File: config.mk
export PLATFORM = sky130hd
export DESIGN_NAME = button_press_classifier_top
export DESIGN_NICKNAME = d
export VERILOG_FILES = /design/src/rtl/bpc_pkg.sv /design/src/rtl/bpc_engine.sv /design/src/rtl/button_press_classifier_top.sv
export SDC_FILE = /design/constraint.sdc
export NUM_CORES = 1
export LEC_CHECK = 0
export BUFFER_PORTS_ARGS = -buffer_cell sky130_fd_sc_hd__buf_2
export CORE_ASPECT_RATIO = 0.7
export CORE_MARGIN = 3
export CORE_UTILIZATION = 59
export DETAILED_ROUTE_END_ITERATION = 7
export GPL_TIMING_DRIVEN = 0
export PLACE_DENSITY_LB_ADDON = 0.05
export SYNTH_ARGS = -nofsm -noshare
export SYNTH_HDL_FRONTEND = slang
export SYNTH_SLANG_ARGS = --single-unit
File: constraint.sdc
create_clock -name clk -period 10.2 [get_ports clk]
set_input_delay 1.53 -clock clk [delete_from_list [all_inputs] [get_ports clk]]
set_output_delay 1.53 -clock clk [all_outputs]
set_load 0.1 [all_outputs]
File: src/rtl/bpc_pkg.sv
// Package for the button press classifier: payload structs, command codes, register indexes.
package bpc_pkg;

  localparam int CFG_ADDR_W = 1;
  localparam int CFG_DATA_W = 16;
  localparam int STAMP_W    = 32;

  localparam logic [CFG_ADDR_W-1:0] REG_DEBOUNCE   = 1'b0;
  localparam logic [CFG_ADDR_W-1:0] REG_LONG_PRESS = 1'b1;

  localparam logic [CFG_DATA_W-1:0] DEBOUNCE_RST   = 16'd50;
  localparam logic [CFG_DATA_W-1:0] LONG_PRESS_RST = 16'd1000;

  typedef enum logic [1:0] {
    CMD_PIN_EVENT  = 2'd0,
    CMD_READ_CLICK = 2'd1,
    CMD_READ_LONG  = 2'd2
  } cmd_t;

  typedef struct packed {
    logic [1:0]         command;
    logic [STAMP_W-1:0] time_ms;
    logic               level_pressed;
  } in_item_t;

  typedef struct packed {
    logic flag_read;
    logic button_down;
    logic click_pending;
    logic long_pending;
  } out_item_t;

endpackage

File: src/rtl/bpc_engine.sv
// Debounce and click / long-press state with the per-transaction update logic.
module bpc_engine import bpc_pkg::*; #(
  parameter int TIME_WIDTH = 32
) (
  input  logic                  clk,
  input  logic                  rst_n,
  input  logic                  step,
  input  in_item_t              item,
  input  logic [CFG_DATA_W-1:0] debounce_ms,
  input  logic [CFG_DATA_W-1:0] long_press_ms,
  output out_item_t             res
);

  logic                  down_r, down_nxt;
  logic [TIME_WIDTH-1:0] last_change_r, last_change_nxt;
  logic [TIME_WIDTH-1:0] press_start_r, press_start_nxt;
  logic                  click_r, click_nxt;
  logic                  long_r, long_nxt;

  logic [TIME_WIDTH-1:0] now;
  logic [TIME_WIDTH-1:0] since;
  logic [TIME_WIDTH-1:0] held;
  logic                  flag_read;

  assign now   = TIME_WIDTH'(item.time_ms);
  assign since = now - last_change_r;
  assign held  = now - press_start_r;

  always_comb begin
    down_nxt        = down_r;
    last_change_nxt = last_change_r;
    press_start_nxt = press_start_r;
    click_nxt       = click_r;
    long_nxt        = long_r;
    flag_read       = 1'b0;
    unique case (item.command)
      CMD_PIN_EVENT: begin
        if ((since > TIME_WIDTH'(debounce_ms)) && (item.level_pressed != down_r)) begin
          down_nxt        = item.level_pressed;
          last_change_nxt = now;
          if (item.level_pressed) begin
            press_start_nxt = now;
          end else if (held >= TIME_WIDTH'(long_press_ms)) begin
            long_nxt = 1'b1;
          end else begin
            click_nxt = 1'b1;
          end
        end
      end
      CMD_READ_CLICK: begin
        flag_read = click_r;
        click_nxt = 1'b0;
      end
      CMD_READ_LONG: begin
        flag_read = long_r;
        long_nxt  = 1'b0;
      end
      default: ;
    endcase
  end

  assign res = '{flag_read:     flag_read,
                 button_down:   down_nxt,
                 click_pending: click_nxt,
                 long_pending:  long_nxt};

  always_ff @(posedge clk) begin
    if (!rst_n) begin
      down_r        <= 1'b0;
      last_change_r <= '0;
      press_start_r <= '0;
      click_r       <= 1'b0;
      long_r        <= 1'b0;
    end else if (step) begin
      down_r        <= down_nxt;
      last_change_r <= last_change_nxt;
      press_start_r <= press_start_nxt;
      click_r       <= click_nxt;
      long_r        <= long_nxt;
    end
  end

endmodule

File: src/rtl/button_press_classifier_top.sv
// Top level of the button press classifier: input register, engine, result register, config.
//
// Input channel in_valid/in_ready/in_data carries a command: a pin event with a
// millisecond timestamp and pressed level, or a read-and-clear of the click or
// long-press flag. Every transaction yields exactly one result on
// out_valid/out_ready/out_data: the flag read and the state after the item.
// Configuration: cfg_we writes cfg_wdata into register cfg_addr (0 debounce_ms,
// 1 long_press_ms) in the same edge; write only while the block is idle.
// A result passes through the input register, which loads at the accepting edge,
// and then the result register, which loads when the engine steps on that item.
// Throughput: one transaction per cycle while out_ready stays high; the state
// update in the engine, done at each step, sets that figure.
// When the receiver stalls, the result register holds, one more item waits in
// the input register, and in_ready drops until out_ready returns.
// Reset (rst_n low, synchronous) empties both registers, sets the button to
// released, clears both flags and time stamps, and loads debounce 50 ms and
// long press 1000 ms.
module button_press_classifier_top import bpc_pkg::*; #(
  parameter int TIME_WIDTH = 32
) (
  input  logic                  clk,
  input  logic                  rst_n,
  input  logic                  in_valid,
  output logic                  in_ready,
  input  in_item_t              in_data,
  output logic                  out_valid,
  input  logic                  out_ready,
  output out_item_t             out_data,
  input  logic                  cfg_we,
  input  logic [CFG_ADDR_W-1:0] cfg_addr,
  input  logic [CFG_DATA_W-1:0] cfg_wdata
);

  logic                  in_valid_r, in_valid_nxt;
  in_item_t              in_data_r;
  logic                  out_valid_r, out_valid_nxt;
  out_item_t             out_data_r;
  logic [CFG_DATA_W-1:0] debounce_r;
  logic [CFG_DATA_W-1:0] long_press_r;
  logic                  step;
  out_item_t             res;

  assign step     = in_valid_r && (!out_valid_r || out_ready);
  assign in_ready = !in_valid_r || step;

  assign in_valid_nxt  = (in_valid && in_ready) || (in_valid_r && !step);
  assign out_valid_nxt = step || (out_valid_r && !out_ready);

  always_ff @(posedge clk) begin
    if (!rst_n) begin
      in_valid_r  <= 1'b0;
      out_valid_r <= 1'b0;
    end else begin
      in_valid_r  <= in_valid_nxt;
      out_valid_r <= out_valid_nxt;
    end
  end

  always_ff @(posedge clk) begin
    if (in_valid && in_ready) begin
      in_data_r <= in_data;
    end
    if (step) begin
      out_data_r <= res;
    end
  end

  always_ff @(posedge clk) begin
    if (!rst_n) begin
      debounce_r   <= DEBOUNCE_RST;
      long_press_r <= LONG_PRESS_RST;
    end else if (cfg_we) begin
      unique case (cfg_addr)
        REG_DEBOUNCE:   debounce_r   <= cfg_wdata;
        REG_LONG_PRESS: long_press_r <= cfg_wdata;
        default: ;
      endcase
    end
  end

  bpc_engine #(
    .TIME_WIDTH(TIME_WIDTH)
  ) u_engine (
    .clk          (clk),
    .rst_n        (rst_n),
    .step         (step),
    .item         (in_data_r),
    .debounce_ms  (debounce_r),
    .long_press_ms(long_press_r),
    .res          (res)
  );

  assign out_valid = out_valid_r;
  assign out_data  = out_data_r;

  a_empty_takes: assert property (@(posedge clk) disable iff (!rst_n)
    !in_valid_r |-> in_ready)
    else $error("input register empty but not ready");

  a_event_no_flag: assert property (@(posedge clk) disable iff (!rst_n)
    step && (in_data_r.command == CMD_PIN_EVENT) |=> !out_data_r.flag_read)
    else $error("pin event returned a flag");

  a_click_cleared: assert property (@(posedge clk) disable iff (!rst_n)
    step && (in_data_r.command == CMD_READ_CLICK) |=> !out_data_r.click_pending)
    else $error("click flag not cleared by read");

  a_long_cleared: assert property (@(posedge clk) disable iff (!rst_n)
    step && (in_data_r.command == CMD_READ_LONG) |=> !out_data_r.long_pending)
    else $error("long-press flag not cleared by read");

  a_step_fills_out: assert property (@(posedge clk) disable iff (!rst_n)
    step |=> out_valid_r)
    else $error("processed transaction produced no result");

endmodule
# ---- Word level (Yosys, flattened, before mapping)
# Cells that the tools add are included.
dict set report totals {
  regBits 140
  input_bits 57
  output_inout_bits 6
  word_cells 53
}
dict set report classes {
  add_sub_neg 2
  order_cmp 2
  n_eq_ne 3
  mux 11
  bitwise_logic 1
  reduce_logical 18
}
# operator count
set ops {}
lappend ops {{subtractor 32 bit} 2}
lappend ops {{>= comparator 32 x 16 -> 1 bit} 1}
lappend ops {{> comparator 32 x 16 -> 1 bit} 1}
lappend ops {{two-way mux 1 bit} 8}
lappend ops {{case mux 1 bit (2 select lines)} 3}
lappend ops {{logical AND 1 bit} 5}
lappend ops {{zero test 1 bit} 4}
lappend ops {{logical OR 1 bit} 4}
lappend ops {{AND reduction 2 bit} 2}
lappend ops {{AND reduction 4 bit} 1}
lappend ops {{AND reduction 3 bit} 1}
lappend ops {{equality test 2 x 1 -> 1 bit (second input constant)} 1}
lappend ops {{equality test 2 bit (second input constant)} 1}
lappend ops {{zero test 2 bit} 1}
lappend ops {{inequality test 1 bit} 1}
lappend ops {{inverter 1 bit} 1}

# ---- Logic depth before layout (Yosys ltp)
# Gate-level depths: netlist of run 1.
dict set report logic_depth {
  ltp_word 6
  ltp_mapped 23
}

# ---- Modules after synthesis
# From an unflattened synthesis of run 1, not the netlist that was laid out.
dict set report unflattened {
  hier_cells 1182
  hier_area_um2 9994.6
}
# mod n_inst cells_each area_each_um2
set by_module_without_submodules {}
lappend by_module_without_submodules {bpc_engine 1 1001 7500.9}
lappend by_module_without_submodules {button_press_classifier_top 1 181 2493.6}

# ---- Worst setup path after synthesis of run 1
# No wires, ideal clock.
dict set report synth_timing {
  path_type {register -> register}
  startpoint {register in_data_r[1] in the netlist's numbering}
  endpoint {register u_engine.last_change_r[10]}
  arrival_ps 4569
  required_ps 10128
  slack_ps 5559
  path_stages_with_launch 24
  n_path_buf 2
  path_cell_list {edfxtp_1 inv_1 ha_1 inv_1 fa_1 a211oi_1 o211ai_1 nand2_1 and2_1 o21ai_0 xor2_1 ha_1 nand4_1 nor3_1 a21boi_0 nand4bb_1 a2111oi_0 nand4_1 or4b_1 o21ai_4 or3_1 buf_6 buf_12 mux2i_1}
}
dict set report synth_between {
  elab_chain_cells 4
}
# element line_no
set synth_lines {}
lappend synth_lines {{from (decl)} button_press_classifier_top.sv:35} ;# in_item_t in_data_r;
lappend synth_lines {{from (signal assigned)} button_press_classifier_top.sv:61} ;# in_data_r <= in_data;
lappend synth_lines {{subtractor 32 bit} bpc_engine.sv:26} ;# assign since = now - last_change_r;
lappend synth_lines {{> comparator 32 x 16 -> 1 bit} bpc_engine.sv:38} ;# if ((since > TIME_WIDTH'(debounce_ms)) && (item.level_pressed != down_r)) begin
lappend synth_lines {{logical AND 1 bit} bpc_engine.sv:38}
lappend synth_lines {{AND reduction 3 bit (no source line)} n/a}
lappend synth_lines {{to (signal assigned)} bpc_engine.sv:76} ;# last_change_r <= last_change_nxt;
lappend synth_lines {{to (decl)} bpc_engine.sv:15} ;# logic [TIME_WIDTH-1:0] last_change_r, last_change_nxt;
# Every way passes these cells.
# A chain may end at the register's enable or synchronous reset.

# ---- Worst setup path after layout of run 1
dict set report layout_timing {
  startpoint {register in_data_r[1] in the netlist's numbering}
  endpoint {register u_engine.last_change_r[23]}
}
# Same word-level chain as after synthesis.

==> flow_summary_export.csv, run 1 <==
group,metric,value,unit
yosys,yosys-top-cells-area,"dfxtp_1, ha_1, edfxtp_1",
floorplan,dieArea,19000,um2
pwr,power_leakage,4.60,nW
worst_setup_path,rr_worst_depth,22,
placed_design,dp_hpwl,22600,um
cts,cts_setup_buffers,0,
yosys,avgSynthCellArea,8.24,um2
hold_path,min_to,"u_engine.press_start_r[8]",
cts,cts_max_path_buffers,2,
drt,drt_iter0_drc,1104,
global_route,grt_first_pass_wirelength,45300,um
worst_setup_path,reg2reg_setup_slack,4.27,ns
yosys,syn_inst,1244,
yosys,yosys.area.top_type,"dfxtp_1",
pwr,vdd_ir_drop_max,0.000101,V
sta,setup_tns,0,ns
pwr,powerDensity,141,nW/um2
layout,final_nets,1480,
global_route,grt_max_degree,36,
placed_design,dpl_cell_area,10800,um2
worst_setup_path,critPathLaunchType,"flop",
sta,worst_slew_pin_slew,0.926,ns
layout,postLayoutCellArea,11500,um2
worst_setup_path,end_kind,"flop",
worst_setup_path,timing.rr.start,"in_data_r[1]",
floorplan,fp.dieH,116,um
yosys,synth_top_cell_area_share,0.197,
drt,drt-total-wl,28800,um
drt,wire_per_inst,18.4,um
sta,skew,0.0107,ns
sta,slew_headroom,0.383,
sta,finalCritPeriodShare,0.582,
cts,cts.hold.buffers_added,0,
drt,first_pass_iters,5,
worst_setup_path,arrival,6.28,ns
yosys,ys_seq_elements,140,
layout,area_growth,12.2,%
sta,drv_slew,0,
cts,clock_tree.root_cell,"clkbuf_16",
yosys,syn-cell-area,10300,um2
layout,final_cell_mix,"nand2_1, inv_1, dfxtp_1, ha_1, buf_2",
yosys,synthArstFlopShare,0,
layout,fill_cells,1415,
global_route,grt_pass1_vias,8478,
yosys,synth.distinct_cells,72,
floorplan,io_pins,63,
sta,hold_violations,0,
cts,clk_pin_slew,0.06,ns
cts,clk_latency,0.43,ns
outcome,status,"finished clean",
sta,rsz0062_at_grt,"no",
placed_design,gp_congestion,0.993,
cts,cts-htree-levels,4,
floorplan,fp.dieW,164,um
sta,period_needed,5.94,ns
floorplan,initial_core_util,0.614,
global_route,overflow,0,
drt,routed_via_density,5.94,
layout,fin_util,0.689,
worst_setup_path,cp_max_fo,10,
layout,diodes,0,
global_route,grt_antenna_before_repair,0,
sta,finalSetupViolCount,0,
drt,antenna_left,0,
sta,fmax,168,MHz
placed_design,io_buffers,61,
hold_path,hp-class,"flop to flop",
drt,drc,0,
worst_setup_path,rr_endpoint,"u_engine.last_change_r[23]",
global_route,grtUsageTotal,0.307,
yosys,synth_nets,1400,
drt,dr_wl_met3,3120,um
flow_run,maxCapViolations,0,
yosys,synth_edf_count,39,
cts,cts_tree,"done",
drt,num_vias,9284,
drt,wl_met2,10700,um
hold_path,worstHoldStart,"u_engine.press_start_r[8]",
cts,cts_inserted_buffers,17,
layout,drive_above_1_share,0.105,
yosys,ys_warn_count,0,
layout,final_common_cell,"nand2_1",
worst_setup_path,crit_type,"flop to flop",
drt,wl_met1,14700,um
cts,cts.sinks,140,
hold_path,hold_depth,2,
worst_setup_path,crit_required,10.55,ns
drt,top_layer,"met4",
yosys,synth_ff_type,"dfxtp_1",
floorplan,core_area,16700,um2
floorplan,row_count,39,
yosys,synth_seq_area_share,0.311,
cts,cts_resized,0,
==> cell families (layout without fill, tap and decap cells) <==
family / Yosys count / after routing / synth area share
xor+xnor: 39 / 39 / 0.0333
compound gates: 309 / 309 / 0.208
mux: 74 / 74 / 0.0725
fa+ha+maj: 99 / 99 / 0.122
simple gates: 409 / 409 / 0.179
buf+inv: 174 / 267 / 0.0731
flops: 140 / 140 / 0.311
==> metrics by stage <==
step	power, mW	hold WS (ns)	cells	worst slack [ns]
floorplan	0.842	0.435	1244	5.56
finish	1.62	0.459	1562	4.27
global route	1.69	0.481	1562	3.98
global placement	0.925	0.443	1530	4.45
CTS	1.61	0.460	1562	4.36
detailed placement	0.929	0.449	1530	4.49
==> cell usage after synthesis (all sizes together), types with 3 or more instances <==
cell type,number
nand3,18
o31ai,9
o21bai,4
a211oi,13
mux2i,72
o21ai,49
nand2b,14
nand4,34
o22ai,5
buf,32
a31o,3
clkbuf,30
xnor2,19
o2111ai,5
a21o,20
a21boi,29
a211o,6
a2111o,4
o21a,13
a21oi,77
xor2,20
nor2b,10
nor4,6
a2111oi,6
inv,112
or3,7
and2,11
a221oi,5
o211ai,24
o311ai,3
a31oi,11
ha,97
o221ai,5
edfxtp,39
dfxtp,101
nand2,228
or4,3
nor2,57
nor3,13
==> per-layer routing <==
layer	track usage	vias to the layer above
li1	-	4580
met1	0.486	4274
met2	0.402	401
met3	0.100	29
met4	0.0513	0
met5	0	-
==> worst max-delay path by stage <==
stage                     slack, ns                         end          from  depth (start not counted)
after CTS                      4.36  u_engine.last_change_r[23]  in_data_r[1]                         22
after global routing           3.98  u_engine.last_change_r[23]  in_data_r[1]                         22
after floorplan                5.56  u_engine.last_change_r[10]  in_data_r[1]                         23
after detailed placement       4.49  u_engine.last_change_r[29]  in_data_r[1]                         22
after global placement         4.45  u_engine.last_change_r[24]  in_data_r[1]                         22
final                          4.27  u_engine.last_change_r[23]  in_data_r[1]                         22
==> sequential cells by signal (all words and copies together), names as in the netlist <==
signal                  flops
debounce_r                 16
in_data_r                  35
in_valid_r                  1
long_press_r               16
out_data                    4
out_valid                   1
u_engine.click_r            1
u_engine.down_r             1
u_engine.last_change_r     32
u_engine.long_r             1
u_engine.press_start_r     32
==> worst max-delay path: stages, from the launching register on <==
cell and delay [ns]:
edfxtp_1 0.38, inv_1 0.11, ha_1 0.18, inv_1 0.05, fa_1 0.42, a211oi_1 0.38
o211ai_1 0.23, nand2_1 0.19, and2_1 0.18, o21ai_0 0.10, xor2_1 0.20, ha_1 0.29
nand4_1 0.14, nor3_1 0.33, nand4_1 0.24, a2111oi_0 0.53, nand4_1 0.16, or4b_1 0.66
o21ai_4 0.33, or3_1 0.20, buf_6 0.17, buf_12 0.15, mux2i_1 0.21
==> layout make-up <==
class,count,area (um2),area share
inverter,112,420,0.0365
multi-input combinational,930,6310,0.549
clock inverter,10,145,0.0126
buffer,62,329,0.0286
sequential,140,3190,0.278
clock buffer,22,518,0.0450
tap,225,282,0.0245
timing repair buffer,61,305,0.0265
==> power breakdown <==
part	internal (mW)	switching [mW]	total [mW]
registers	0.592	0.0196	0.612
logic	0.120	0.199	0.319
clock network	0.438	0.254	0.692
(Power assumes the default switching activity.)
==> inputs of run 2 (changes only) <==
- clock period: 10.2 -> 5.61 ns (I/O delays scaled with it)
==> flow_summary_export.csv, run 2 (same netlist as run 1, synthesis figures left out) <==
group,metric,value,unit
outcome,status,"finished clean",
layout,final_common_cell,"nand2_1",
hold_path,worstHoldStart,"u_engine.press_start_r[17]",
cts,clk_latency,0.43,ns
drt,first_pass_iters,5,
floorplan,fp.dieH,116,um
sta,setup_tns,0,ns
global_route,overflow,0,
worst_setup_path,end_kind,"flop",
pwr,powerDensity,255,nW/um2
sta,slew_headroom,0.390,
cts,clk_pin_slew,0.06,ns
worst_setup_path,rr_endpoint,"u_engine.last_change_r[23]",
sta,fin_ws,0.331,ns
floorplan,fp.dieW,164,um
sta,skew,0.00853,ns
pwr,p_sw,858,uW
pwr,total_power,2.95,mW
cts,cts.sinks,140,
global_route,grt_pass1_vias,8491,
drt,routed_via_density,5.94,
drt,drt_iter0_drc,1052,
sta,hold_violations,0,
drt,wire_per_inst,18.4,um
floorplan,core_area,16700,um2
cts,clock_tree.root_cell,"clkbuf_16",
worst_setup_path,rr_worst_depth,23,
cts,cts_inserted_buffers,17,
layout,drive_above_1_share,0.111,
worst_setup_path,timing.rr.start,"in_data_r[1]",
cts,cts_tree,"done",
drt,num_vias,9301,
worst_setup_path,arrival,5.62,ns
flow_run,maxCapViolations,0,
pwr,power_frac_seq,0.377,
sta,fmax,189,MHz
pwr,switching_share,0.291,
worst_setup_path,crit_required,5.96,ns
worst_setup_path,reg2reg_setup_slack,0.33,ns
drt,antenna_left,0,
layout,area_growth,12.9,%
layout,largest_reg_flops,35,
pwr,internal_power,2.10,mW
worst_setup_path,crit_type,"flop to flop",
pwr,vdd_ir_drop_max,0.000184,V
pwr,power_leakage,4.62,nW
pwr,p_clk_frac,0.425,
hold_path,hp-class,"flop to flop",
hold_path,min_to,"u_engine.press_start_r[17]",
floorplan,dieArea,19000,um2
sta,drv_slew,0,
layout,fin_cells,1565,
placed_design,pre_cts_ws,-0.104,ns
layout,final_nets,1483,
cts,cts.hold.buffers_added,0,
placed_design,gp_congestion,0.993,
pwr,combPwrFrac,0.199,
placed_design,io_buffers,61,
sta,period_needed,5.28,ns
floorplan,initial_core_util,0.614,
cts,cts_max_path_buffers,2,
hold_path,hold_depth,2,
floorplan,row_count,39,
sta,worst_slew_pin_slew,0.915,ns
sta,fin_hold_ws,0.459,ns
worst_setup_path,cp_max_fo,10,
worst_setup_path,critPathLaunchType,"flop",
layout,diodes,0,
layout,reg_top3,"in_data_r: 35 flops, u_engine.last_change_r: 32 flops, u_engine.press_start_r: 32 flops",
global_route,grt_antenna_before_repair,0,
placed_design,dp_cells,1530,
drt,drc,0,
floorplan,io_pins,63,
global_route,grt_max_degree,36,
sta,finalSetupViolCount,0,
cts,cts-htree-levels,4,
placed_design,dp_hpwl,22600,um
drt,drt-total-wl,28800,um
layout,top_register,"in_data_r",
global_route,grtUsageTotal,0.307,
layout,final_cell_mix,"nand2_1, inv_1, dfxtp_1, ha_1, buf_2",
sta,rsz0062_at_grt,"no",
global_route,grt_first_pass_wirelength,45400,um
sta,finalCritPeriodShare,0.941,
==> run 2: changes by cell type in the layout (fill, tap and decap cells not counted), sizes merged <==
cell / delta
buf: +3
==> run 2: power by group through the flow <==
stage	Sequential (mW)	Combinational, mW	Clock, mW
floorplan	1.12	0.407	0
finish	1.11	0.587	1.25
CTS	1.11	0.567	1.26
detailed placement	1.13	0.557	0
global placement	1.13	0.551	0
global route	1.11	0.651	1.31
==> run 2: cell type report <==
| cell class | count | area [um2] |
|---|---|---|
| Multi-Input combinational cell | 930 | 6360 |
| Fill cell | 1402 | 5110 |
| Sequential cell | 140 | 3190 |
| Clock buffer | 22 | 518 |
| Inverter | 112 | 420 |
| Buffer | 62 | 329 |
| Timing Repair Buffer | 64 | 328 |
| Tap cell | 225 | 282 |
| Clock inverter | 10 | 145 |
==> run 2: per-layer routing <==
metal / routed length (um) / track usage / vias up / part of all wire
li1: - / - / 4591 / -
met1: 14800 / 0.486 / 4283 / 0.51
met2: 10800 / 0.406 / 401 / 0.38
met3: 2930 / 0.0982 / 26 / 0.10
met4: 220 / 0.0513 / 0 / 0.0076
met5: 0 / 0 / - / 0
==> run 2: timing repair <==
| item | in CTS | in global routing |
|---|---|---|
| setup buffers | 2 | 1 |
| pin swaps | 1 | 4 |
| gates resized for setup | 2 | 5 |
| endpoints found under the setup margin | 62 | 69 |
==> run 2: worst max-delay path: stages (launching register included) <==
cell	delay, ns
edfxtp_1	0.38
inv_1	0.11
ha_1	0.18
inv_1	0.05
fa_1	0.43
a211oi_2	0.27
o211ai_1	0.20
nand2_1	0.13
and2_1	0.17
o21ai_0	0.10
xor2_1	0.25
ha_1	0.27
nand4_1	0.15
nor3_2	0.07
a21boi_0	0.16
nand4bb_4	0.29
a2111oi_4	0.37
nand4_1	0.14
or4b_4	0.60
o21ai_4	0.17
or3_1	0.16
buf_6	0.17
buf_12	0.15
mux2i_1	0.21
==> run 2: through the flow <==
step	utilization	cell area, um2
floorplan	-	10300
global placement	0.649	10800
detailed placement	0.650	10800
CTS	0.691	11500
global route	0.694	11600
finish	0.694	11600
==> run 2: worst max-delay path by stage <==
stage / slack, ns / start / endpoint
after CTS: 0.07 / in_data_r[1] / u_engine.last_change_r[23]
after floorplan: 0.97 / in_data_r[1] / u_engine.last_change_r[10]
final: 0.33 / in_data_r[1] / u_engine.last_change_r[23]
after global placement: -0.14 / in_data_r[1] / u_engine.last_change_r[24]
after global routing: 0.02 / in_data_r[1] / u_engine.press_start_r[28]
after detailed placement: -0.10 / in_data_r[1] / u_engine.last_change_r[29]
